## src/rtl/core/gsfe_pkg.sv

```systemverilog
`timescale 1ns / 1ps

package gsfe_pkg;

  // input item selector
  typedef enum logic [2:0] {
    MODE_READ = 3'd0,
    MODE_ZERO = 3'd1,
    MODE_SPAN = 3'd2,
    MODE_RX   = 3'd3,
    MODE_TICK = 3'd4
  } mode_e;

  typedef enum logic {
    KIND_TX    = 1'b0,
    KIND_REPLY = 1'b1
  } kind_e;

  typedef enum logic [1:0] {
    ST_OK       = 2'd0,
    ST_CHK_FAIL = 2'd1,
    ST_TIMEOUT  = 2'd2
  } status_e;

  localparam int unsigned FrameLen  = 9;
  localparam int unsigned IdxW      = $clog2(FrameLen);
  localparam int unsigned ConcW     = 17;
  localparam int unsigned TimeoutW  = 16;

  localparam logic [7:0] FrameStart  = 8'hFF;
  localparam logic [7:0] FrameAddr   = 8'h01;
  localparam logic [7:0] CmdRead     = 8'h86;
  localparam logic [7:0] CmdZero     = 8'h87;
  localparam logic [7:0] CmdSpan     = 8'h88;
  localparam logic [15:0] TimeoutRst = 16'd1000;

  localparam logic [IdxW-1:0] IdxLast = IdxW'(FrameLen - 1);

  // work handed from the front end to the output sequencer
  typedef struct packed {
    kind_e                    kind;
    logic [7:0]               cmd;
    logic [7:0]               b3;
    logic [7:0]               b4;
    logic [7:0]               chk;
    status_e                  status;
    logic signed [ConcW-1:0]  conc;
  } pend_t;

  // two's complement of the byte sum over frame bytes 1 to 7
  function automatic logic [7:0] frame_chk(input logic [7:0] cmd, input logic [7:0] b3,
                                           input logic [7:0] b4);
    logic [7:0] sum;
    sum = FrameAddr + cmd + b3 + b4;
    return 8'(8'h00 - sum);
  endfunction

  function automatic logic [7:0] frame_byte(input logic [IdxW-1:0] idx, input pend_t p);
    logic [7:0] b;
    unique case (idx)
      4'd0:    b = FrameStart;
      4'd1:    b = FrameAddr;
      4'd2:    b = p.cmd;
      4'd3:    b = p.b3;
      4'd4:    b = p.b4;
      4'd8:    b = p.chk;
      default: b = 8'h00;
    endcase
    return b;
  endfunction

endpackage

```

## src/rtl/core/gsfe_out_seq.sv

```systemverilog
`timescale 1ns / 1ps

module gsfe_out_seq (
  input  logic                 clk_i,
  input  logic                 rst_ni,
  input  logic                 load_i,
  input  gsfe_pkg::pend_t      item_i,
  output logic                 free_o,
  output logic                 m_axis_tvalid_o,
  input  logic                 m_axis_tready_i,
  output logic [31:0]          m_axis_tdata_o,   // tx_byte[7:0], status[9:8], concentration[26:10]
  output logic                 m_axis_tuser_o,   // kind[0]
  output logic                 m_axis_tlast_o
);

  logic                          pend_valid_q, pend_valid_d;
  gsfe_pkg::pend_t               pend_q, pend_d;
  logic [gsfe_pkg::IdxW-1:0]     idx_q, idx_d;
  logic                          out_valid_q, out_valid_d;
  logic [31:0]                   out_data_q, out_data_d;
  logic                          out_user_q, out_user_d;
  logic                          out_last_q, out_last_d;

  logic adv;
  logic pend_end;

  assign adv      = pend_valid_q && (!out_valid_q || m_axis_tready_i);
  assign pend_end = (pend_q.kind == gsfe_pkg::KIND_REPLY) || (idx_q == gsfe_pkg::IdxLast);
  assign free_o   = !pend_valid_q || (adv && pend_end);

  always_comb begin
    pend_valid_d = pend_valid_q;
    pend_d       = pend_q;
    idx_d        = idx_q;
    out_valid_d  = out_valid_q;
    out_data_d   = out_data_q;
    out_user_d   = out_user_q;
    out_last_d   = out_last_q;

    if (out_valid_q && m_axis_tready_i) begin
      out_valid_d = 1'b0;
    end

    if (adv) begin
      out_valid_d = 1'b1;
      out_user_d  = pend_q.kind;
      if (pend_q.kind == gsfe_pkg::KIND_REPLY) begin
        out_data_d = {5'd0, pend_q.conc, pend_q.status, 8'h00};
        out_last_d = 1'b0;
      end else begin
        out_data_d = {5'd0, 17'd0, gsfe_pkg::ST_OK, gsfe_pkg::frame_byte(idx_q, pend_q)};
        out_last_d = (idx_q == gsfe_pkg::IdxLast);
      end
      idx_d = idx_q + 1'b1;
      if (pend_end) begin
        pend_valid_d = 1'b0;
      end
    end

    if (load_i) begin
      pend_valid_d = 1'b1;
      pend_d       = item_i;
      idx_d        = '0;
    end
  end

  always_ff @(posedge clk_i or negedge rst_ni) begin
    if (!rst_ni) begin
      pend_valid_q <= 1'b0;
      idx_q        <= '0;
      out_valid_q  <= 1'b0;
    end else begin
      pend_valid_q <= pend_valid_d;
      idx_q        <= idx_d;
      out_valid_q  <= out_valid_d;
    end
  end

  always_ff @(posedge clk_i) begin
    pend_q     <= pend_d;
    out_data_q <= out_data_d;
    out_user_q <= out_user_d;
    out_last_q <= out_last_d;
  end

  assign m_axis_tvalid_o = out_valid_q;
  assign m_axis_tdata_o  = out_data_q;
  assign m_axis_tuser_o  = out_user_q;
  assign m_axis_tlast_o  = out_last_q;

endmodule

```

## src/rtl/core/gas_sensor_frame_engine_top.sv

```systemverilog
`timescale 1ns / 1ps
// channel   | direction | handshake                      | payload
// s_axis    | in        | s_axis_tvalid_i/s_axis_tready_o | tuser mode, tdata rx_byte/span_value
// m_axis    | out       | m_axis_tvalid_o/m_axis_tready_i | tuser kind, tlast, tdata byte/status/conc
// cfg       | in        | cfg_valid_i/cfg_ready_o         | cfg_data_i timeout_ticks
//
// an item is decoded and the reply state updated in the cycle it is taken; its
// results leave through a one-entry pending slot and an output register
// one item per cycle while the output is not stalled, for items with at most one result; a command emits nine
// request bytes, one per cycle unless the output stalls, so the next item waits for the ninth byte
// async reset (rst_ni low) clears the wait, counters and output valid; timeout back to 1000
// a stalled output holds the pending slot, and the input stalls with it

module gas_sensor_frame_engine_top (
  input  logic        clk_i,
  input  logic        rst_ni,
  // input stream
  input  logic        s_axis_tvalid_i,
  output logic        s_axis_tready_o,
  input  logic [23:0] s_axis_tdata_i,   // rx_byte[7:0], span_value[23:8]
  input  logic [2:0]  s_axis_tuser_i,   // mode[2:0]
  // result stream
  output logic        m_axis_tvalid_o,
  input  logic        m_axis_tready_i,
  output logic [31:0] m_axis_tdata_o,   // tx_byte[7:0], status[9:8], concentration[26:10]
  output logic        m_axis_tuser_o,   // kind[0]
  output logic        m_axis_tlast_o,
  // timeout register write
  input  logic        cfg_valid_i,
  output logic        cfg_ready_o,
  input  logic [15:0] cfg_data_i
);

  // reply collection state
  logic                               waiting_q, waiting_d;
  logic [3:0]                         reply_count_q, reply_count_d;
  logic [7:0]                         reply_sum_q, reply_sum_d;
  logic [7:0]                         conc_high_q, conc_high_d;
  logic [7:0]                         conc_low_q, conc_low_d;
  logic [gsfe_pkg::TimeoutW-1:0]      elapsed_q, elapsed_d;
  logic [gsfe_pkg::TimeoutW-1:0]      timeout_q;

  logic                               seq_free;
  logic                               acc;
  logic                               load;
  gsfe_pkg::pend_t                    item;
  gsfe_pkg::mode_e                    mode;
  logic [7:0]                         rx_byte;
  logic [15:0]                        span_value;
  logic [gsfe_pkg::TimeoutW:0]        tick_next;

  assign mode       = gsfe_pkg::mode_e'(s_axis_tuser_i);
  assign rx_byte    = s_axis_tdata_i[7:0];
  assign span_value = s_axis_tdata_i[23:8];

  assign s_axis_tready_o = seq_free;
  assign acc             = s_axis_tvalid_i && s_axis_tready_o;
  assign cfg_ready_o     = 1'b1;
  assign tick_next       = {1'b0, elapsed_q} + 1'b1;

  always_comb begin
    waiting_d     = waiting_q;
    reply_count_d = reply_count_q;
    reply_sum_d   = reply_sum_q;
    conc_high_d   = conc_high_q;
    conc_low_d    = conc_low_q;
    elapsed_d     = elapsed_q;
    load          = 1'b0;
    item.kind     = gsfe_pkg::KIND_TX;
    item.cmd      = gsfe_pkg::CmdRead;
    item.b3       = 8'h00;
    item.b4       = 8'h00;
    item.chk      = 8'h00;
    item.status   = gsfe_pkg::ST_OK;
    item.conc     = '0;

    if (acc) begin
      unique case (mode)
        gsfe_pkg::MODE_READ: begin
          // a new read restarts collection and the tick count
          waiting_d     = 1'b1;
          reply_count_d = '0;
          reply_sum_d   = '0;
          elapsed_d     = '0;
          load          = 1'b1;
          item.cmd      = gsfe_pkg::CmdRead;
        end
        gsfe_pkg::MODE_ZERO: begin
          load     = 1'b1;
          item.cmd = gsfe_pkg::CmdZero;
        end
        gsfe_pkg::MODE_SPAN: begin
          load     = 1'b1;
          item.cmd = gsfe_pkg::CmdSpan;
          item.b3  = span_value[15:8];
          item.b4  = span_value[7:0];
        end
        gsfe_pkg::MODE_RX: begin
          if (waiting_q) begin
            if (reply_count_q >= 4'd1 && reply_count_q <= 4'd7) begin
              reply_sum_d = reply_sum_q + rx_byte;
            end
            if (reply_count_q == 4'd3) begin
              conc_high_d = rx_byte;
            end
            if (reply_count_q == 4'd4) begin
              conc_low_d = rx_byte;
            end
            if (reply_count_q < 4'd8) begin
              reply_count_d = reply_count_q + 1'b1;
            end else begin
              // ninth byte carries the checksum
              waiting_d     = 1'b0;
              reply_count_d = '0;
              load          = 1'b1;
              item.kind     = gsfe_pkg::KIND_REPLY;
              if (rx_byte != 8'(8'h00 - reply_sum_q)) begin
                item.status = gsfe_pkg::ST_CHK_FAIL;
                item.conc   = '1;
              end else begin
                item.status = gsfe_pkg::ST_OK;
                item.conc   = {1'b0, conc_high_q, conc_low_q};
              end
            end
          end
        end
        gsfe_pkg::MODE_TICK: begin
          if (waiting_q) begin
            if (tick_next > {1'b0, timeout_q}) begin
              waiting_d     = 1'b0;
              reply_count_d = '0;
              elapsed_d     = '0;
              load          = 1'b1;
              item.kind     = gsfe_pkg::KIND_REPLY;
              item.status   = gsfe_pkg::ST_TIMEOUT;
            end else begin
              elapsed_d = tick_next[gsfe_pkg::TimeoutW-1:0];
            end
          end
        end
        default: begin
          // undefined modes are dropped
        end
      endcase
    end

    // checksum over the address, command and operand bytes of the frame
    item.chk = gsfe_pkg::frame_chk(item.cmd, item.b3, item.b4);
  end

  always_ff @(posedge clk_i or negedge rst_ni) begin
    if (!rst_ni) begin
      waiting_q     <= 1'b0;
      reply_count_q <= '0;
      reply_sum_q   <= '0;
      conc_high_q   <= '0;
      conc_low_q    <= '0;
      elapsed_q     <= '0;
      timeout_q     <= gsfe_pkg::TimeoutRst;
    end else begin
      waiting_q     <= waiting_d;
      reply_count_q <= reply_count_d;
      reply_sum_q   <= reply_sum_d;
      conc_high_q   <= conc_high_d;
      conc_low_q    <= conc_low_d;
      elapsed_q     <= elapsed_d;
      if (cfg_valid_i && cfg_ready_o) begin
        timeout_q <= cfg_data_i;
      end
    end
  end

  gsfe_out_seq u_out_seq (
    .clk_i           (clk_i),
    .rst_ni          (rst_ni),
    .load_i          (load),
    .item_i          (item),
    .free_o          (seq_free),
    .m_axis_tvalid_o (m_axis_tvalid_o),
    .m_axis_tready_i (m_axis_tready_i),
    .m_axis_tdata_o  (m_axis_tdata_o),
    .m_axis_tuser_o  (m_axis_tuser_o),
    .m_axis_tlast_o  (m_axis_tlast_o)
  );

  // collection counter is idle whenever no reply is awaited
  a_count_idle: assert property (@(posedge clk_i) disable iff (!rst_ni)
    !waiting_q |-> reply_count_q == 4'd0)
    else $error("reply counter running outside a wait");

  // collection never runs past the checksum byte
  a_count_range: assert property (@(posedge clk_i) disable iff (!rst_ni)
    reply_count_q <= 4'd8)
    else $error("reply counter beyond frame length");

  // frame end marker only on request bytes
  a_last_tx: assert property (@(posedge clk_i) disable iff (!rst_ni)
    m_axis_tvalid_o && m_axis_tlast_o |-> m_axis_tuser_o == gsfe_pkg::KIND_TX)
    else $error("tlast on a reply result");

  // reply results carry no request byte
  a_reply_clean: assert property (@(posedge clk_i) disable iff (!rst_ni)
    m_axis_tvalid_o && m_axis_tuser_o == gsfe_pkg::KIND_REPLY |-> m_axis_tdata_o[7:0] == 8'h00)
    else $error("reply result with nonzero byte field");

endmodule
```

## config.mk

```make
export PLATFORM = sky130hd
export DESIGN_NAME = gas_sensor_frame_engine_top
export DESIGN_NICKNAME = d
export VERILOG_FILES = /design/src/rtl/core/gsfe_pkg.sv /design/src/rtl/core/gsfe_out_seq.sv /design/src/rtl/core/gas_sensor_frame_engine_top.sv
export SDC_FILE = /design/constraint.sdc
export NUM_CORES = 1
export LEC_CHECK = 0
export BUFFER_PORTS_ARGS = -buffer_cell sky130_fd_sc_hd__buf_2
export CAP_MARGIN = 30
export CELL_PAD_IN_SITES_DETAIL_PLACEMENT = 0
export CELL_PAD_IN_SITES_GLOBAL_PLACEMENT = 1
export CORE_ASPECT_RATIO = 0.6
export CORE_MARGIN = 2
export CORE_UTILIZATION = 51
export DETAILED_ROUTE_END_ITERATION = 10
export GPL_ROUTABILITY_DRIVEN = 0
export HOLD_SLACK_MARGIN = 0.1
export PLACE_DENSITY = 0.89
export SETUP_SLACK_MARGIN = 0.2
export SLEW_MARGIN = 20
export SYNTH_ARGS = -nofsm -noshare
export SYNTH_HDL_FRONTEND = slang
export SYNTH_SLANG_ARGS = --single-unit
export TNS_END_PERCENT = 5
```

## constraint.sdc

```tcl
create_clock -name clk_i -period 7.9 [get_ports clk_i]
set_input_delay 1.185 -clock clk_i [delete_from_list [all_inputs] [get_ports clk_i]]
set_output_delay 1.185 -clock clk_i [all_outputs]
set_load 0.01 [all_outputs]
```

# Word level (Yosys, flattened, before mapping)
# Cells that the tools add are included.
word_totals:
  regBits: 153
  latchBits: 0
  ramBits: 0
  mem_bits_ro: 0
  in_bits: 48
  wordCells: 121
  mem_count: 0
op_classes:
  n_addsub: 9
  multipliers: 0
  div_mod_pow: 0
  order_cmp: 4
  eq_ne: 16
  shift: 0
  n_mux: 40
  bitwise_logic: 3
  reduce_logical: 27
ops:
  columns: ["operator", "count"]
  rows:
  - ["2-to-1 mux 18 bit", 3]
  - ["2-to-1 mux 16 bit", 3]
  - ["one-hot mux 8 bit (6 select lines)", 1]
  - ["one-hot mux 16 bit (2 select lines)", 1]
  - ["adder 8 bit", 3]
  - ["2-to-1 mux 4 bit", 6]
  - ["2-to-1 mux 20 bit", 1]
  - ["adder 16 x 1 -> 17 bit, second input constant", 1]
  - ["greater-than comparator 17 x 16 -> 1 bit", 1]
  - ["2-to-1 mux 8 bit", 2]
  - ["one-hot mux 8 bit (2 select lines)", 1]
  - ["subtractor 1 x 8 -> 8 bit, first input constant", 2]
  - ["2-to-1 mux 1 bit", 14]
  - ["== test 4 x 2 -> 1 bit, second input constant", 3]
  - ["one-hot mux 4 bit (3 select lines)", 1]
  - ["AND reduction 4 bit", 3]
  - ["nonzero test 2 bit", 5]
  - ["adder 1 x 8 -> 8 bit, first input constant", 1]
  - ["adder 4 x 1 -> 4 bit, second input constant", 2]
  - ["== test 4 x 3 -> 1 bit, second input constant", 2]
  - ["inequality test 2 bit, second input constant", 4]
  - ["inequality test 8 bit", 1]
  - ["one-hot mux 4 bit (2 select lines)", 1]
  - ["== test 3 x 2 -> 1 bit, second input constant", 2]
  - ["other kinds (23)", 35]

# Depth between registers and ports, before layout
logic_depth:
  ltp_word: 11
  depth_mapped: 17

# Cells and area by module
# From an unflattened synthesis, not the netlist that was laid out.
hier_totals:
  cells_unflattened: 723
  area_unflattened_um2: 7926.4
by_module_without_submodules:
  columns: ["module", "n_inst", "cells_per_inst", "area_per_inst_um2", "seq_area_each_um2"]
  rows:
  - ["gas_sensor_frame_engine_top", 1, 522, 4590.7, 1534.0]
  - ["gsfe_out_seq", 1, 201, 3335.7, 2582.5]

# Least setup slack after synthesis
# No wires, ideal clock.
synth_timing:
  path_type: "reg-to-reg"
  startpoint: "reg elapsed_q[3] (netlist name)"
  endpoint: "reg u_out_seq.pend_q[0] (netlist name), enable pin"
  setup_ps: 462
  arrival_time_ps: 4777
  path_slack_ps: 2661
  stages_incl_launch_ff: 13
  path_cell_list: "dfrtp_1 and2_1 and4_1 nand3_1 nor2_1 nand3_1 xnor2_1 ha_1 and4_4 nand4_4 a211oi_2 nor2_1 o31ai_2"
synth_between:
  elab_chain_len: 6
synth_lines:
  columns: ["element", "line_no", "rtl"]
  rows:
  - ["from (decl)", "gas_sensor_frame_engine_top.sv:40", "logic [gsfe_pkg::TimeoutW-1:0] elapsed_q, elapsed_d;"]
  - ["from (signal assigned)", "gas_sensor_frame_engine_top.sv:166", "elapsed_q <= elapsed_d;"]
  - ["adder 16 x 1 -> 17 bit", "gas_sensor_frame_engine_top.sv:59", "assign tick_next = {1'b0, elapsed_q} + 1'b1;"]
  - ["greater-than comparator 17 x 16 -> 1 bit", "gas_sensor_frame_engine_top.sv:129", "if (tick_next > {1'b0, timeout_q}) begin"]
  - ["2-to-1 mux 1 bit", "gas_sensor_frame_engine_top.sv:129", null]
  - ["2-to-1 mux 1 bit", "gas_sensor_frame_engine_top.sv:128", "if (waiting_q) begin"]
  - ["one-hot mux 1 bit (3 select lines)", "gas_sensor_frame_engine_top.sv:78", "unique case (mode)"]
  - ["2-to-1 mux 1 bit", "gas_sensor_frame_engine_top.sv:77", "if (acc) begin"]
  - ["via load", "gas_sensor_frame_engine_top.sv:45", "logic load;"]
  - ["to (signal assigned)", "gsfe_out_seq.sv:80", "pend_q <= pend_d;"]
  - ["to (decl)", "gsfe_out_seq.sv:17", "gsfe_pkg::pend_t pend_q, pend_d;"]
# The timed path passes the listed nets, and every way through them passes these cells.
# A chain may end at the register's enable or synchronous reset.

# Worst setup path in the final report
layout_timing:
  startpoint: "reg elapsed_q[5] (netlist name)"
  endpoint: "reg elapsed_q[3] (netlist name)"
layout_between:
  elab_chain_len: 5
layout_lines:
  columns: ["element", "line_no"]
  rows:
  - ["adder 16 x 1 -> 17 bit", "gas_sensor_frame_engine_top.sv:59"]
  - ["greater-than comparator 17 x 16 -> 1 bit", "gas_sensor_frame_engine_top.sv:129"]
  - ["2-to-1 mux 16 bit", "gas_sensor_frame_engine_top.sv:129"]
  - ["2-to-1 mux 16 bit", "gas_sensor_frame_engine_top.sv:128"]
  - ["one-hot mux 16 bit (2 select lines)", "gas_sensor_frame_engine_top.sv:78"]
# Every way passes these cells. The select of a mux whose other input is x is not followed.

==> reports/results.txt <==
Top cell type's share of synthesized area: 0.295
Reg2reg setup slack: 3480 ps
Num rows: 34
Clock latency on the worst-skew pair: 430 ps
Worst Path Arrival: 4780 ps
Max-cap check violation count: 0
Worst-path clk slew: 60 ps
Most common cell in the netlist: edfxtp_1
Floorplan core area: 14600 um^2
Final Max Slew Viols: 0
Die Y: 99.4 um
DP Worst Slack: 3400 ps
Unrepaired setup endpoints after global routing: no
Global route overflow: 0
Crit-path cells: nand4_1 -> nor2_1 -> nand3_1 -> nor2_1 -> nand3_1 -> xnor2_1 -> ha_1 -> and4_4 -> nand4_4 -> nor4_4 -> o22ai_2 -> nor3_2 -> buf_4 -> and2_1 -> a221o_2
1st-iter DRT viols: 350
DR WL/cell: 16.3 um
Synth top area cells: edfxtp_1 (30%), dfrtp_1 (20%), ha_1 (7.0%)
Number of port buffers: 78
Initial antenna violation count: 0
Max frequency: 226 MHz
Hold Path Class: reg2reg
Post-CTS resize count: 0
Global-route wire length before repair: 27.0 mm
Worst Setup Slack, final: 3480 ps
Yosys cell types: 75
Status: completed
Area delta synth->final: 15.2%
Initial Util: 0.529
Cts bufs inserted: 17
Clock sinks: 143
TNS Setup: 0 ps
Worst R2R Start: elapsed_q[5]
CTS tree: yes
Largest net degree at the start of global routing: 68
Post-synth EDFFs: 76
Syn Inst Count: 702
Crit. End Element: flop
Postcts setup bufs: 0
Vias: 5456
Hold path start: timeout_q[6]
GR Util All Layers: 0.214
WHS Path Cells: 2
Ys async rst share: 0.469
Critical path required time: 8260 ps
DR pass1 iterations: 5
Hold Vio Cnt, Final: 0
Drt drc: 0
CP max FO: 10
PwrDens: 277 nW/um^2
Peak VDD IR: 128 uV
Crit-path max cell delay: 510 ps
Worst Tran Pin Value: 898 ps
Syn avg cell area: 11.0 um^2
Final nets: 874
Worst slew margin: 0.393
DR vias/cell: 5.52
Crit Path Category: reg2reg
Leak: 4.04 nW
RR Endpoint: elapsed_q[3]
Synth Flop Type: edfxtp_1
Largest area contributor in the netlist: edfxtp_1
Die W: 163 um
Layout cell share with drive strength beyond 1: 0.217
Detailed placement HPWL: 11.5 mm
Die area: 16200 um^2
Final setup violation count: 0
Tmin final: 4420 ps
Mapped cell area: 7730 um^2
CTS Buffer Depth: 2
Worst reg2reg path depth: 15
Endpoint, Worst Hold: timeout_q[6]
Filler instances: 1176
Clock skew: 8.05 ps
Top post-synthesis cells by count: edfxtp_1 (76), nand2_1 (63), dfrtp_1 (61), inv_1 (57), ha_1 (43)
# IOs: 85
Clock root buffer: clkbuf_16
Total Wirelength: 16.2 mm
Syn. warnings: 0
Critical-path top delay cell: nor3_2
Flop and latch count out of synthesis: 143
Vias in the first global route: 5315
Critical path startpoint category: flop
Cts-stage hold buffer count: 0
Share of the clock period used by the worst path: 0.560
Post-DRT Antenna Nets: 0
# diodes: 0
Seq/Total Area, Yosys: 0.513
H-tree level count: 4
[cells by family after synthesis]
logic type / synth area share
other: 0.000971
AND/OR/NAND/NOR: 0.152
XOR/XNOR: 0.0453
AO/OA/AOI/OAI: 0.128
multiplexers: 0.0286
flip-flops: 0.513
adder cells (fa/ha/maj): 0.0825
buffers and inverters: 0.0500
[routing by layer]
layer  GRT usage  part of all wire  vias up
met5           0                 0        -
met1       0.311              0.49     2636
li1            -                 -     2632
met4      0.0633             0.012        0
met2       0.326              0.44      166
met3      0.0467             0.057       22
[worst max-delay path, delay by kind of cell (launching register included)]
family | cells | cell delay (ps)
buf+inv | 1 | 270
simple gates | 10 | 2680
xor+xnor | 1 | 170
fa+ha+maj | 1 | 340
compound gates | 2 | 420
flops | 1 | 470
[how the worst max path moves through the flow]
stage	start	endpoint	slack, ps	cells after the start
3_3_place_gp	s_axis_tuser_i[2]	u_out_seq.pend_q[25]	3540	11
6_report	elapsed_q[5]	elapsed_q[3]	3480	15
2_1_floorplan	elapsed_q[3]	u_out_seq.pend_q[0]	2660	12
5_1_grt	elapsed_q[5]	elapsed_q[3]	3160	15
4_1_cts	elapsed_q[5]	elapsed_q[3]	3410	14
3_5_place_dp	s_axis_tuser_i[2]	u_out_seq.pend_q[24]	3400	12
[cells in the final DEF, fill, tap and decap left out, types with 3 or more instances in the layout]
cell       Yosys  final
conb_1         2      6
dfstp_2        6      6
xor2_1        12     12
clkbuf_16      0     17
buf_2          5     78
ha_1          43     43
nor2b_1        6      6
inv_6          0      5
inv_8          0      7
a22o_2         3      3
a22o_1         9      9
nand4_1        9      9
fa_1           5      5
nand2b_1       7      7
mux2_2        17     17
edfxtp_1      76     76
and3_2         4      4
nor2_1        42     42
mux2i_1        3      3
a21oi_1       24     24
o21ai_0       34     34
nand2_1       63     63
nor4_1         3      3
xnor2_1       28     28
nand3_1       19     19
or2_2          4      4
buf_4          6      6
a31oi_1        4      4
and2_1        34     34
dfrtp_1       61     61
inv_1         57     57
a221oi_1       3      3
a22oi_1        4      4
o22ai_1        4      4
a221o_2        5      5
a21o_1        24     24
nor3_1         8      8
[cell type report]
type,instances,area [um^2],share of cell area
Clock buffer,17,425,0.0477
Clock inverter,15,188,0.0211
Inverter,57,214,0.0240
Multi-Input combinational cell,474,3410,0.382
Sequential cell,143,3970,0.445
Tap cell,198,248,0.0278
Timing Repair Buffer,85,463,0.0520
[registers in the layout, summed over array words and instances, names as in the netlist]
name and count:
conc_high_q 8, conc_low_q 8, elapsed_q 16, reply_count_q 4, reply_sum_q 8, timeout_q 16, u_out_seq.idx_q 4, u_out_seq.m_axis_tdata_o 27
u_out_seq.m_axis_tlast_o 1, u_out_seq.m_axis_tuser_o 1, u_out_seq.m_axis_tvalid_o 1, u_out_seq.pend_q 47, u_out_seq.pend_valid_q 1, waiting_q 1
[through the flow]
stage	hold WS (ps)	total power [mW]	cells	utilization	instance area [um^2]
after floorplan	480	1.46	706	-	7750
final	509	2.47	989	0.609	8910
after global routing	534	2.60	989	0.609	8910
after detailed placement	499	1.63	955	0.565	8260
after global placement	491	1.60	953	0.564	8250
after CTS	514	2.48	987	0.606	8870
[report_power, final]
group	switching, mW	internal [mW]
Sequential	0.0971	0.927
Clock	0.360	0.485
Combinational	0.340	0.256
Total	0.797	1.67
No activity file was read; power rests on OpenSTA's default activity.
